`src/sv/spq_pkg.sv`:
```
// Shared types and constants for the sorted priority job queue.
`timescale 1ns / 1ps

package spq_pkg;

  localparam int unsigned DEPTH   = 16;
  localparam int unsigned ADDR_W  = $clog2(DEPTH);
  localparam int unsigned CNT_W   = $clog2(DEPTH + 1);
  localparam int unsigned PRI_W   = 8;
  localparam int unsigned PAY_W   = 32;
  localparam int unsigned ENTRY_W = PRI_W + PAY_W;

  typedef enum logic [1:0] {
    OP_ENQ  = 2'd0,
    OP_DEQ  = 2'd1,
    OP_PEEK = 2'd2,
    OP_NOP  = 2'd3
  } op_e;

  typedef enum logic [1:0] {
    ST_OK    = 2'd0,
    ST_EMPTY = 2'd1,
    ST_FULL  = 2'd2,
    ST_ZERO  = 2'd3
  } status_e;

  typedef enum logic [1:0] {
    S_IDLE,
    S_WALK,
    S_FETCH,
    S_FIN
  } seq_state_e;

  typedef struct packed {
    logic [PRI_W-1:0] pri;
    logic [PAY_W-1:0] pay;
  } entry_t;

  typedef struct packed {
    status_e          status;
    logic [PRI_W-1:0] pri;
    logic [PAY_W-1:0] pay;
  } result_t;

endpackage

```
`src/sv/spq_if.sv`:
```
// Request and response channel interfaces of the sorted priority job queue.
`timescale 1ns / 1ps

interface job_req_if import spq_pkg::*; ();
  logic             valid;
  logic             ready;
  logic [1:0]       operation;
  logic [PRI_W-1:0] in_priority;
  logic [PAY_W-1:0] in_payload;

  modport source (output valid, output operation, output in_priority, output in_payload,
                  input ready);
  modport sink   (input valid, input operation, input in_priority, input in_payload,
                  output ready);
endinterface

interface job_rsp_if import spq_pkg::*; ();
  logic             valid;
  logic             ready;
  logic [1:0]       status;
  logic [PRI_W-1:0] out_priority;
  logic [PAY_W-1:0] out_payload;
  logic [CNT_W-1:0] job_count;
  logic [CNT_W-1:0] free_slots;

  modport source (output valid, output status, output out_priority, output out_payload,
                  output job_count, output free_slots, input ready);
  modport sink   (input valid, input status, input out_priority, input out_payload,
                  input job_count, input free_slots, output ready);
endinterface

```
`src/sv/spq_ram.sv`:
```
// Entry store: one write port, one read port with registered read data.
`timescale 1ns / 1ps

module spq_ram #(
  parameter int unsigned DATA_W    = 40,
  parameter int unsigned NUM_WORDS = 16,
  parameter int unsigned ADDR_W    = $clog2(NUM_WORDS)
) (
  input  logic              clk_i,
  input  logic              we_i,
  input  logic [ADDR_W-1:0] waddr_i,
  input  logic [DATA_W-1:0] wdata_i,
  input  logic [ADDR_W-1:0] raddr_i,
  output logic [DATA_W-1:0] rdata_o
);

  logic [DATA_W-1:0] mem_q [NUM_WORDS];
  logic [DATA_W-1:0] rdata_q;

  always_ff @(posedge clk_i) begin
    if (we_i) begin
      mem_q[waddr_i] <= wdata_i;
    end
  end

  always_ff @(posedge clk_i) begin
    rdata_q <= mem_q[raddr_i];
  end

  assign rdata_o = rdata_q;

endmodule

```
`src/sv/sorted_priority_job_queue_core.sv`:
```
// Sorted priority job queue: a sequencer walks the entry store to insert and serve jobs.
// Jobs sit in the store sorted by priority value, largest at slot 0, so the job to serve is
// always the top occupied slot. One request is in flight at a time; req.ready is high only
// while the sequencer is idle, and a finished response may wait in the output register
// while the next request is taken. An enqueue shifts every stored job with equal or smaller
// priority value up one slot (at most DEPTH - 1 of them); each shift is one read and one
// write of the two-port entry store. Dequeue and peek do one store read; rejects and the
// unused code do none.
`timescale 1ns / 1ps

module sorted_priority_job_queue_core import spq_pkg::*; (
  input  logic      clk_i,
  input  logic      rst_ni,
  job_req_if.sink   req_i,
  job_rsp_if.source rsp_o
);

  seq_state_e       state_q, state_d;
  op_e              op_q;
  logic [PRI_W-1:0] pri_q;
  logic [PAY_W-1:0] pay_q;
  logic [ADDR_W-1:0] idx_q, idx_d;
  logic [CNT_W-1:0] count_q, count_d;
  result_t          res_q, res_d;
  logic             out_valid_q, out_valid_d;
  result_t          out_res_q, out_res_d;
  logic [CNT_W-1:0] out_cnt_q, out_cnt_d;

  logic              accept;
  logic              rsp_take;
  logic              we;
  logic [ADDR_W-1:0] waddr;
  entry_t            wdata;
  logic [ADDR_W-1:0] raddr;
  entry_t            rdata;

  spq_ram #(
    .DATA_W   (ENTRY_W),
    .NUM_WORDS(DEPTH),
    .ADDR_W   (ADDR_W)
  ) u_spq_ram (
    .clk_i  (clk_i),
    .we_i   (we),
    .waddr_i(waddr),
    .wdata_i(wdata),
    .raddr_i(raddr),
    .rdata_o(rdata)
  );

  assign req_i.ready = (state_q == S_IDLE);
  assign accept      = req_i.valid && req_i.ready;
  assign rsp_take    = out_valid_q && rsp_o.ready;

  always_ff @(posedge clk_i or negedge rst_ni) begin
    if (!rst_ni) begin
      state_q     <= S_IDLE;
      count_q     <= '0;
      out_valid_q <= 1'b0;
    end else begin
      state_q     <= state_d;
      count_q     <= count_d;
      out_valid_q <= out_valid_d;
    end
  end

  always_ff @(posedge clk_i) begin
    if (accept) begin
      op_q  <= op_e'(req_i.operation);
      pri_q <= req_i.in_priority;
      pay_q <= req_i.in_payload;
    end
    idx_q     <= idx_d;
    res_q     <= res_d;
    out_res_q <= out_res_d;
    out_cnt_q <= out_cnt_d;
  end

  always_comb begin
    state_d     = state_q;
    idx_d       = idx_q;
    count_d     = count_q;
    res_d       = res_q;
    out_valid_d = out_valid_q && !rsp_take;
    out_res_d   = out_res_q;
    out_cnt_d   = out_cnt_q;
    we          = 1'b0;
    waddr       = idx_q;
    wdata       = '{pri: pri_q, pay: pay_q};
    raddr       = idx_q - ADDR_W'(2);

    case (state_q)
      S_IDLE: begin
        if (accept) begin
          res_d = '{status: ST_OK, pri: '0, pay: '0};
          case (op_e'(req_i.operation))
            OP_ENQ: begin
              if (req_i.in_priority == '0) begin
                res_d.status = ST_ZERO;
                state_d      = S_FIN;
              end else if (count_q == CNT_W'(DEPTH)) begin
                res_d.status = ST_FULL;
                state_d      = S_FIN;
              end else begin
                idx_d   = count_q[ADDR_W-1:0];
                raddr   = count_q[ADDR_W-1:0] - ADDR_W'(1);
                state_d = S_WALK;
              end
            end
            OP_DEQ, OP_PEEK: begin
              if (count_q == '0) begin
                res_d.status = ST_EMPTY;
                state_d      = S_FIN;
              end else begin
                raddr   = count_q[ADDR_W-1:0] - ADDR_W'(1);
                state_d = S_FETCH;
              end
            end
            default: begin
              state_d = S_FIN;
            end
          endcase
        end
      end
      S_WALK: begin
        we    = 1'b1;
        waddr = idx_q;
        if (idx_q == '0 || rdata.pri > pri_q) begin
          wdata   = '{pri: pri_q, pay: pay_q};
          count_d = count_q + CNT_W'(1);
          state_d = S_FIN;
        end else begin
          wdata = rdata;
          idx_d = idx_q - ADDR_W'(1);
          raddr = idx_q - ADDR_W'(2);
        end
      end
      S_FETCH: begin
        res_d = '{status: ST_OK, pri: rdata.pri, pay: rdata.pay};
        if (op_q == OP_DEQ) begin
          count_d = count_q - CNT_W'(1);
        end
        state_d = S_FIN;
      end
      S_FIN: begin
        if (!out_valid_q || rsp_take) begin
          out_valid_d = 1'b1;
          out_res_d   = res_q;
          out_cnt_d   = count_q;
          state_d     = S_IDLE;
        end
      end
      default: begin
        state_d = S_IDLE;
      end
    endcase
  end

  assign rsp_o.valid        = out_valid_q;
  assign rsp_o.status       = out_res_q.status;
  assign rsp_o.out_priority = out_res_q.pri;
  assign rsp_o.out_payload  = out_res_q.pay;
  assign rsp_o.job_count    = out_cnt_q;
  assign rsp_o.free_slots   = CNT_W'(DEPTH) - out_cnt_q;

endmodule

```
`src/flat_wrapper.sv`:
```
// flat-port wrapper written by rule: the top's interface ports become plain ports
module sorted_priority_job_queue_core_flat import spq_pkg::*;
  (clk_i, rst_ni, req_i_valid, req_i_operation, req_i_in_priority, req_i_in_payload, req_i_ready, rsp_o_valid, rsp_o_status, rsp_o_out_priority, rsp_o_out_payload, rsp_o_job_count, rsp_o_free_slots, rsp_o_ready);
  job_req_if req_i_i ();
  job_rsp_if rsp_o_i ();
  input  logic clk_i;
  input  logic rst_ni;
  input wire logic [$bits(req_i_i.valid)-1:0] req_i_valid;
  input wire logic [$bits(req_i_i.operation)-1:0] req_i_operation;
  input wire logic [$bits(req_i_i.in_priority)-1:0] req_i_in_priority;
  input wire logic [$bits(req_i_i.in_payload)-1:0] req_i_in_payload;
  output wire logic [$bits(req_i_i.ready)-1:0] req_i_ready;
  output wire logic [$bits(rsp_o_i.valid)-1:0] rsp_o_valid;
  output wire logic [$bits(rsp_o_i.status)-1:0] rsp_o_status;
  output wire logic [$bits(rsp_o_i.out_priority)-1:0] rsp_o_out_priority;
  output wire logic [$bits(rsp_o_i.out_payload)-1:0] rsp_o_out_payload;
  output wire logic [$bits(rsp_o_i.job_count)-1:0] rsp_o_job_count;
  output wire logic [$bits(rsp_o_i.free_slots)-1:0] rsp_o_free_slots;
  input wire logic [$bits(rsp_o_i.ready)-1:0] rsp_o_ready;
  assign req_i_i.valid = req_i_valid;
  assign req_i_i.operation = req_i_operation;
  assign req_i_i.in_priority = req_i_in_priority;
  assign req_i_i.in_payload = req_i_in_payload;
  assign req_i_ready = req_i_i.ready;
  assign rsp_o_valid = rsp_o_i.valid;
  assign rsp_o_status = rsp_o_i.status;
  assign rsp_o_out_priority = rsp_o_i.out_priority;
  assign rsp_o_out_payload = rsp_o_i.out_payload;
  assign rsp_o_job_count = rsp_o_i.job_count;
  assign rsp_o_free_slots = rsp_o_i.free_slots;
  assign rsp_o_i.ready = rsp_o_ready;
  sorted_priority_job_queue_core u_core (.clk_i(clk_i), .rst_ni(rst_ni), .req_i(req_i_i), .rsp_o(rsp_o_i));
endmodule
```
`config.mk`:
```
export PLATFORM = sky130hd
export DESIGN_NAME = sorted_priority_job_queue_core_flat
export DESIGN_NICKNAME = d
export VERILOG_FILES = /design/src/sv/spq_pkg.sv /design/src/sv/spq_if.sv /design/src/sv/spq_ram.sv /design/src/sv/sorted_priority_job_queue_core.sv /design/src/flat_wrapper.sv
export SDC_FILE = /design/constraint.sdc
export NUM_CORES = 1
export LEC_CHECK = 0
export BUFFER_PORTS_ARGS = -buffer_cell sky130_fd_sc_hd__buf_2
export CORE_MARGIN = 3
export CORE_UTILIZATION = 40
export DETAILED_ROUTE_END_ITERATION = 12
export GPL_TIMING_DRIVEN = 0
export PLACE_DENSITY = 0.51
export SLEW_MARGIN = 20
export SYNTH_ARGS = -nofsm -noshare
export SYNTH_HDL_FRONTEND = slang
export SYNTH_SLANG_ARGS = --single-unit
```
`constraint.sdc`:
```
create_clock -name clk_i -period 4.75 [get_ports clk_i]
set_input_delay 0.95 -clock clk_i [delete_from_list [all_inputs] [get_ports clk_i]]
set_output_delay 0.95 -clock clk_i [all_outputs]
set_load 0.01 [all_outputs]
```
Word level (Yosys, flattened, before mapping)
Memories as Yosys holds them, arrays and structs flattened. A register that Yosys moved wholly into a read port is not among the register bits.
Index checks and enable logic that the tools add are counted.
{"block": "classes", "addsub": 6, "n_lt_le_gt_ge": 1, "eq_ne": 15, "mux": 36, "reduce_logical": 21}
{"cell": "42-bit case mux with 2 select lines", "count": 1}
{"cell": "40-bit two-way mux", "count": 2}
{"cell": "42-bit two-way mux", "count": 1}
{"cell": "4-bit two-way mux", "count": 10}
{"cell": "4-bit case mux with 2 select lines", "count": 2}
{"cell": "2-bit two-way mux", "count": 7}
{"cell": "5-bit two-way mux", "count": 2}
{"cell": "2-bit != test, second input constant", "count": 5}
{"cell": "5-bit case mux with 2 select lines", "count": 1}
{"cell": "8-bit > comparator", "count": 1}
{"cell": "8-bit zero test", "count": 1}
{"cell": "2-bit case mux with 2 select lines", "count": 2}
{"cell": "2-bit case mux with 4 select lines", "count": 1}
{"cell": "4-bit by 1-bit subtractor with 4-bit output, second input constant", "count": 2}
{"cell": "1-bit two-way mux", "count": 7}
{"cell": "2-bit by 1-bit == test with 1-bit output, second input constant", "count": 3}
{"cell": "2-bit == test, second input constant", "count": 3}
{"cell": "2-bit by 1-bit != test with 1-bit output, second input constant", "count": 3}
{"cell": "3-bit AND reduction", "count": 2}
{"cell": "6-bit AND reduction", "count": 1}
{"cell": "2-bit nonzero test", "count": 3}
{"cell": "5-bit by 1-bit adder with 5-bit output, second input constant", "count": 1}
{"cell": "5-bit == test, second input constant", "count": 1}
{"cell": "5-bit zero test", "count": 1}
{"cell": "10 further kinds", "count": 16}
{"block": "word_totals", "regBits": 143, "ram_bits": 640, "inputBits": 46, "output_inout_bits": 54, "elab_cells": 94, "n_memories": 1}
{"name": "u_core.u_spq_ram.mem_q", "words": 16, "width": 40, "read_ports": 1, "rd_clocked_by_memory_dff": 1, "wr": 1, "line_no": "spq_ram.sv:17", "source": "logic [DATA_W-1:0] mem_q [NUM_WORDS];"}

Longest topological paths before layout
Gate-level depths: netlist of the first run.
{"block": "logic_depth", "ltp_word": 6, "depth_mapped": 13, "mapped_depth_nobuf": 10}

Modules after synthesis
From an unflattened synthesis of the first run, not the netlist that was laid out.
{"block": "hier_totals", "cells_unflattened": 1412, "area_unflattened_um2": 31192.4}
{"module": "spq_ram", "n_inst": 1, "cells_per_inst": 1040, "area_each_um2": 25131.6, "seq_area_each_um2": 20019.2}
{"module": "sorted_priority_job_queue_core", "n_inst": 1, "cells_per_inst": 372, "area_each_um2": 6060.8, "seq_area_each_um2": 4254.1}

Worst setup path after synthesis of the first run
OpenSTA, ideal clock, no wires.
{"block": "synth_path", "path_kind": "reg-to-reg", "start": "register u_core.state_q[1]", "end": "memory u_core.u_spq_ram.mem_q[3][0] (enable)", "setup_time_ns": 0.487, "arrival_time_ns": 3.878, "required_time_ns": 4.263, "slack_ns": 0.386, "stages_incl_launch_ff": 6, "n_path_buf": 1, "period_less_slack_ns": 4.364, "path_cell_list": "dfrtp_1 -> inv_1 -> ha_1 -> buf_1 -> nand2_1 -> nor3_1"}
{"block": "synth_via", "elab_chain_cells": 4}
{"element": "start, declared", "line_no": "sorted_priority_job_queue_core.sv:18", "source": "seq_state_e state_q, state_d;"}
{"element": "start signal, assigned", "line_no": "sorted_priority_job_queue_core.sv:60", "source": "state_q <= state_d;"}
{"element": "2-bit by 1-bit == test with 1-bit output", "line_no": "sorted_priority_job_queue_core.sv:91", "source": "case (state_q)"}
{"element": "1-bit two-way mux", "line_no": "sorted_priority_job_queue_core.sv:91"}
{"element": "1-bit two-way mux", "line_no": "spq_ram.sv:21", "source": "if (we_i) begin"}
{"element": "1-bit two-way mux (not written as such)", "line_no": "spq_ram.sv:22", "source": "mem_q[waddr_i] <= wdata_i;"}
{"element": "end, declared", "line_no": "spq_ram.sv:17"}
No other way between the ends.

Worst setup path in the final report of the first run
{"block": "layout_path", "start": "register u_core.count_q[0]", "end": "register u_core.u_spq_ram.rdata_q[31], in the netlist u_core.u_spq_ram.rdata_o[31] (read register of u_core.u_spq_ram.mem_q)"}
{"block": "layout_via", "elab_chain_cells": 6, "word_cells_on_any_way": 9, "cone_classes": "1 x add/sub; 1 x eq/ne; 6 x mux; 1 x reduce/logical"}
{"element": "start, declared", "line_no": "sorted_priority_job_queue_core.sv:23", "source": "logic [CNT_W-1:0] count_q, count_d;"}
{"element": "start signal, assigned", "line_no": "sorted_priority_job_queue_core.sv:61", "source": "count_q <= count_d;"}
{"element": "4-bit by 1-bit subtractor with 4-bit output / 5-bit == test (equally long branches)", "line_no": "sorted_priority_job_queue_core.sv:105, sorted_priority_job_queue_core.sv:114, sorted_priority_job_queue_core.sv:100"}
{"element": "4-bit two-way mux", "line_no": "sorted_priority_job_queue_core.sv:100", "source": "end else if (count_q == CNT_W'(DEPTH)) begin"}
{"element": "4-bit two-way mux", "line_no": "sorted_priority_job_queue_core.sv:97", "source": "if (req_i.in_priority == '0) begin"}
{"element": "4-bit case mux with 2 select lines *", "line_no": "sorted_priority_job_queue_core.sv:95", "source": "case (op_e'(req_i.operation))"}
{"element": "4-bit two-way mux *", "line_no": "sorted_priority_job_queue_core.sv:93", "source": "if (accept) begin"}
{"element": "4-bit two-way mux *"}
{"element": "end, declared", "line_no": "spq_ram.sv:18", "source": "logic [DATA_W-1:0] rdata_q;"}
Every way passes the cells marked *; elsewhere a longest branch is shown, timed or not.
A chain may end at the register's enable or synchronous reset.

==> run metrics, run 1 <==
Max Cap Viol 0; Worst Setup Path Type reg -> reg; vias in the first global route about 19000; Clock Skew approximately 25 ps; # DRC 0; Clock transition at path regs 60 ps; drt pass-1 iters 5; post-route design area ~38000 um2; H-tree level count 3; setup repair after global routing missed its margin no; Crit. path cell count 12; Post-DP Area between 30000 and 40000 um2; final core utilization 0.4809; drt total wl about 90 mm; yosys warns 0; CP Cell Sequence clkbuf_1, inv_1, ha_1, nor4b_1, a21oi_1, a2bb2oi_2, and2_1, buf_2, clkbuf_1, a21oi_1, a221oi_1, or4_1; Slew Viols, Final 0; top cells by area, synth edfxtp_1 73%, a221oi_1 3.3%, a21oi_1 3.3%; total power per unit cell area 738.0 nW/um2; area growth from synthesis to layout 18.11%; first-pass GRT wire length roughly 130 mm; total grt overflow 0; endpoint class of the critical path register; run status complete, no violations; CP Buf/Inv Count 4; Slew headroom 0.2983; FP Rows approximately 100; CP max stage cell clkbuf_1; Fillers around 6700; GRT Util Overall 0.2145; predominant post-synthesis flop cell edfxtp_1; flops & latches, synth just over 800; number of synthesized flops with an enable pin between 700 and 800; peak supply drop just over 0.4 mV; TritonCTS clock tree done; CTS buffer count slightly below 90; Ports 100; cts repair resizes 0; Vias/cell between 5 and 6; full die area around 83000 um2; post-synth top area cell edfxtp_1; Final Hold Viols 0; Worst Path Required around 5300 ps; DIE WIDTH 288.0 um; PortBufs 99; # nets final between 2000 and 2500; routed len/inst 26.73 um; leakage power between 10 and 15 nW; Mapped Cells around 2000; initial antenna violation count 1; total power draw between 20 and 30 mW; largest net degree at the start of global routing 30; syn_nets between 2000 and 2500; diode count 0; Least-Margin Pin Slew 1053 ps; Yosys top cell area share 0.7317; fraction of layout cells with a size suffix above 1 0.1870; cell area after synthesis around 32000 um2; fin crit period approximately 4400 ps; CP peak stage delay around 730 ps; CTS sink cnt 823; Setup Fix Bufs, Post-CTS 0; Detailed Route Iter0 Violations around 1500; DP HPWL approximately 58 mm; maximum root-to-sink buffer count 3; setup violators final 0; Synth async-reset ratio 0.009721; core area 78100 um2; Clock Tree Root clkbuf_16; GP Congestion between 0.7 and 0.8; register area share after synthesis 0.7632; largest delay contributor family on the critical path buffers and inverters; Mean Syn Cell Area 16.07 um2; Max Freq between 0.2 and 0.25 GHz; reg2reg path depth 12; WP data arrival 4950 ps; Hold-fix buffers, CTS 0; Die H around 290 um; total number of vias roughly 19000; CP max FO 10; Hold Path Class in -> async; worst skew pair latency 640 ps; Routed Antenna Nets 0; Final period util 0.9244; initial core utilization 0.4072; startpoint types register; count of cell types in the netlist between 50 and 60; synth cell count leaders 775 x edfxtp_1, 216 x nand2_1, 209 x a21oi_1; count leader, synth edfxtp_1
## cells in the final DEF (no fill, tap or decap), types with 4 or more instances in the layout
| cell type | count |
|---|---|
| edfxtp_1 | 775 |
| nand2_1 | 216 |
| a21oi_1 | 209 |
| buf_2 | 133 |
| a221oi_1 | 120 |
| clkbuf_1 | 103 |
| clkbuf_16 | 91 |
| mux2i_1 | 83 |
| a211oi_1 | 53 |
| mux2_2 | 44 |
| or4_1 | 41 |
| and2_1 | 40 |
| and3_1 | 40 |
| dfxtp_1 | 40 |
| a211oi_2 | 30 |
| ha_1 | 27 |
| inv_1 | 25 |
| buf_4 | 24 |
| buf_16 | 23 |
| clkinv_2 | 15 |
| buf_6 | 12 |
| nor2_4 | 12 |
| xnor2_1 | 11 |
| nor2_1 | 10 |
| clkinv_1 | 9 |
| bufinv_16 | 8 |
| dfrtp_1 | 8 |
| buf_12 | 7 |
| buf_1 | 6 |
| nand2b_1 | 6 |
| clkinvlp_4 | 5 |
| nor3_2 | 4 |
| clkbuf_8 | 4 |
## layer usage
| metal | GRT usage | wire [um] | up-vias |
|---|---|---|---|
| met5 | 0 | 0 | - |
| met4 | 0.07295 | 2571 | 0 |
| met3 | 0.03682 | 5573 | 153 |
| met2 | 0.3470 | 42040 | 688 |
| met1 | 0.2942 | 38920 | 9633 |
| li1 | - | - | 8248 |
## state kept, by name (all words and copies together) (netlist names)
name / cells
u_core.rsp_o.valid: 1
u_core.op_q: 2
u_core.rsp_o.out_payload: 32
u_core.pri_q: 8
u_core.idx_q: 4
u_core.rsp_o.status: 2
u_core.count_q: 5
u_core.pay_q: 32
u_core.res_q: 42
u_core.rsp_o.out_priority: 8
u_core.state_q: 2
u_core.u_spq_ram.mem_q: 640
u_core.rsp_o.job_count: 5
u_core.u_spq_ram.rdata_o: 40
## metrics by stage
stage | TNS, ps | cells | hold WS [ps] | setup slack [ps]
global route | 0 | 3334 | 161.9 | 189.3
global placement | -958760 | 3118 | 401.8 | -3317
detailed placement | 0 | 3172 | 404.5 | 265.1
floorplan | 0 | 1979 | 400.3 | 385.5
CTS | 0 | 3334 | 133.9 | 395.3
finish | 0 | 3334 | 161.6 | 359.3
## worst reg2reg max path, stage by stage, from the launching register on
cell and delay [ps]:
dfrtp_1 340, clkbuf_1 380, inv_1 200, ha_1 260
nor4b_1 170, a21oi_1 310, a2bb2oi_2 550, and2_1 240
buf_2 240, clkbuf_1 740, a21oi_1 160, a221oi_1 490
or4_1 250
## area by class of cell
class,count,area (um2),area share
Clock buffer,122,2434,0.06479
Buffer,128,594.3,0.01582
Multi-Input combinational cell,1003,6972,0.1856
Inverter,25,93.84,0.002498
Clock inverter,40,427.9,0.01139
Sequential cell,823,24270,0.6462
Timing Repair Buffer,153,1468,0.03907
Tap cell,1040,1301,0.03464
## cells by family (layout without fill, tap and decap cells)
logic type	after synthesis	in the layout	synth area share
buf+inv	153	468	0.02164
flops	823	823	0.7632
simple gates	394	394	0.06039
mux	127	127	0.04170
fa+ha+maj	28	28	0.01125
xor+xnor	13	13	0.003580
compound gates	441	441	0.09823
## where the power goes
group	switching (mW)	internal, mW
logic	7.46	3.13
clock network	2.76	4.02
registers	0.372	9.99
total	10.6	17.1
## path summary, 6_finish.rpt
kind | slack (ps) | startpoint | end
max reg2reg | 360 | u_core.count_q[0]$_DFFE_PN0P_ | u_core.u_spq_ram.rdata_o[31]$_DFF_P_
min reg2reg | 420 | u_core.res_q[18]$_SDFFCE_PN0P_ | u_core.rsp_o.out_payload[18]$_DFFE_PP_
min in group clk_i | 420 | u_core.res_q[18]$_SDFFCE_PN0P_ | u_core.rsp_o.out_payload[18]$_DFFE_PP_
min | 160 | rst_ni | u_core.count_q[4]$_DFFE_PN0P_
max in group asynchronous | 4410 | rst_ni | u_core.state_q[0]$_DFFE_PN0P_
max | 360 | u_core.count_q[0]$_DFFE_PN0P_ | u_core.u_spq_ram.rdata_o[31]$_DFF_P_
(Power assumes the default switching activity.)
==> run 2, diff against run 1 <==
Settings changed: CORE_MARGIN 3 to default, CORE_UTILIZATION 40 to 30, PLACE_DENSITY 0.51 to 0.53.
==> run 2 against run 1 <==
Net effect:
- fmax increased by 4.7%
- combinational power about the same
- sequential power about the same
- sequential cell count is the same
- sequential share of layout area decreased by 0.72 points
- critical endpoint unchanged
==> run metrics, run 2 (synthesis results as in run 1) <==
Ports 100 (unchanged); sum of negative setup slack 0 ps (unchanged); Slew Viols, Final 0 (unchanged); Final period util 0.8827 (was 0.9244); Hold-fix buffers, CTS 0 (unchanged); GR Layer Usage met1 0.2169 (was 0.2942); Vias/cell 5.090 (was 5.615); CP max FO 10 (unchanged); H-tree level count 3 (unchanged); startpoint types register (unchanged); cts repair resizes 0 (unchanged); vias in the first global route 18830 (was 18820); # DRC 0 (unchanged); fin crit period 4193 ps (was 4391 ps); most frequent CP cell clkbuf_1; Setup Fix Bufs, Post-CTS 0 (unchanged); CTS buffer count 89 (was 88); core area 105300 um2 (was 78100 um2); drt total wl 88.06 mm (was 89.11 mm); routed len/inst 23.90 um (was 26.73 um); Clock transition at path regs 60 ps (about the same); total number of vias 18760 (was 18720); Final Hold Viols 0 (unchanged); Detailed Route Iter0 Violations 1841 (was 1528); full die area 107300 um2 (was 82930 um2); total grt overflow 0 (unchanged); Slew headroom 0.2839 (was 0.2983); most used routing layer met2 (unchanged); CTS sink cnt 823 (unchanged); Die H 327.6 um (was 288.0 um); leading cell type in the layout, fill and taps excluded edfxtp_1 (unchanged); largest net degree at the start of global routing 26 (was 30); setup violators final 0 (unchanged); WP data arrival 4750 ps (was 4950 ps); Max Cap Viol 0 (unchanged); Routed Antenna Nets 0 (unchanged); met2 Use GR 0.2606 (was 0.3470); most frequent cells in the layout 775 x edfxtp_1, 216 x nand2_1, 209 x a21oi_1 (unchanged); PortBufs 99 (unchanged); endpoint class of the critical path register (unchanged); Largest Register u_core.u_spq_ram.mem_q (unchanged); drt pass-1 iters 6 (was 5); GRT Util Overall 0.1610 (was 0.2145); initial core utilization 0.3021 (was 0.4072); DIE WIDTH 327.6 um (was 288.0 um); CP peak stage delay 690 ps (was 730 ps); GP Congestion 0.8055 (was 0.7829); total power per unit cell area 730.9 nW/um2 (was 738.0 nW/um2); initial antenna violation count 2 (was 1); maximum root-to-sink buffer count 3 (unchanged); Worst Path Required 5300 ps (was 5310 ps); run status complete, no violations (unchanged); CP Buf/Inv Count 4 (unchanged); first-pass GRT wire length 127.0 mm (was 128.6 mm); Least-Margin Pin Slew 1074 ps (was 1053 ps); fraction of layout cells with a size suffix above 1 0.1883 (was 0.1870); diode count 0 (unchanged); met3 Use GR 0.03454 (was 0.03682); TritonCTS clock tree done (unchanged); Largest register FFs 640 (unchanged); DP HPWL 58.00 mm (was 58.30 mm); largest delay contributor family on the critical path buffers and inverters (unchanged); Clock Tree Root clkbuf_16 (unchanged); worst skew pair latency 640 ps (about the same); Worst Setup Path Type reg -> reg (unchanged); peak supply drop 0.5028 mV (was 0.4126 mV); post-placement cell count 3521 (was 3172); Hold Path Class in -> async (unchanged); Clock Skew 24.13 ps (was 24.79 ps); setup repair after global routing missed its margin no (unchanged); area growth from synthesis to layout 19.44% (was 18.11%); Max Freq 0.2385 GHz (was 0.2278 GHz); Cell Count, Final, Fillers Out 3685 (was 3334); CP max stage cell clkbuf_1 (unchanged); CP Cell Sequence clkbuf_1, inv_1, ha_1, nor4b_1, nand2b_1, a211o_2, nand2_2, clkbuf_1, clkbuf_1, nand2_1, a211oi_1, or4_1 (was clkbuf_1, inv_1, ha_1, nor4b_1, a21oi_1, a2bb2oi_2, and2_1, buf_2, clkbuf_1, a21oi_1, a221oi_1, or4_1); # nets final 2295 (was 2296); FP Rows 119 (was 102); leakage power 12.84 nW (was 12.83 nW)
[run 2: cell count changes in the layout (fill, tap and decap cells not counted)]
cell,delta
buf_12,+3
nor2_2,-1
clkinv_2,+1
inv_6,+2
buf_16,-5
clkinv_8,+1
clkinvlp_4,-3
inv_16,+1
nor2_1,+1
clkbuf_8,+5
clkbuf_1,-4
clkbuf_16,-1
[run 2: layer usage]
metal,vias to the layer above,part of all wire
met4,0,0.025
met5,-,0
met1,9613,0.43
li1,8261,-
met3,136,0.078
met2,745,0.47
[run 2: area by class of cell]
type                            count  area [um2]
Clock buffer                      122        2462
Buffer                            128       594.3
Tap cell                         1391        1740
Timing Repair Buffer              151        1390
Sequential cell                   823       24270
Multi-Input combinational cell   1003        6969
Fill cell                        9833       67280
Inverter                           25       93.84
Clock inverter                     42       464.2
[run 2: power by group]
part | switching (mW) | internal, mW
logic | 7.39 | 3.11
registers | 0.389 | 9.99
clock network | 2.80 | 4.08
[run 2: path summary, 6_finish.rpt]
kind | startpoint | end | slack [ps] | cells past startpoint
max in group asynchronous | rst_ni | u_core.count_q[2]$_DFFE_PN0P_ | 4410 | 1
min in group clk_i | u_core.res_q[10]$_SDFFCE_PN0P_ | u_core.rsp_o.out_payload[10]$_DFFE_PP_ | 410 | 0
min | rst_ni | u_core.rsp_o.valid$_DFF_PN0_ | 160 | 1
min reg2reg | u_core.res_q[10]$_SDFFCE_PN0P_ | u_core.rsp_o.out_payload[10]$_DFFE_PP_ | 410 | 0
max reg2reg | u_core.count_q[0]$_DFFE_PN0P_ | u_core.u_spq_ram.rdata_o[31]$_DFF_P_ | 560 | 12
max | u_core.count_q[0]$_DFFE_PN0P_ | u_core.u_spq_ram.rdata_o[31]$_DFF_P_ | 560 | 12
[run 2: metrics by stage]
| step | setup slack (ps) | hold WS (ps) | util | total power [mW] | area, um2 |
|---|---|---|---|---|---|
| 3_3_place_gp | -3254 | 404.7 | 0.3234 | 20.58 | 34040 |
| 2_1_floorplan | 385.5 | 400.3 | - | 16.42 | 31800 |
| 5_1_grt | 288.3 | 141.6 | 0.3609 | 28.97 | 37990 |
| 3_5_place_dp | 484.5 | 404.5 | 0.3331 | 21.01 | 35060 |
| 4_1_cts | 638.6 | 127.4 | 0.3609 | 27.91 | 37990 |
| 6_report | 557.1 | 157.8 | 0.3609 | 27.77 | 37990 |
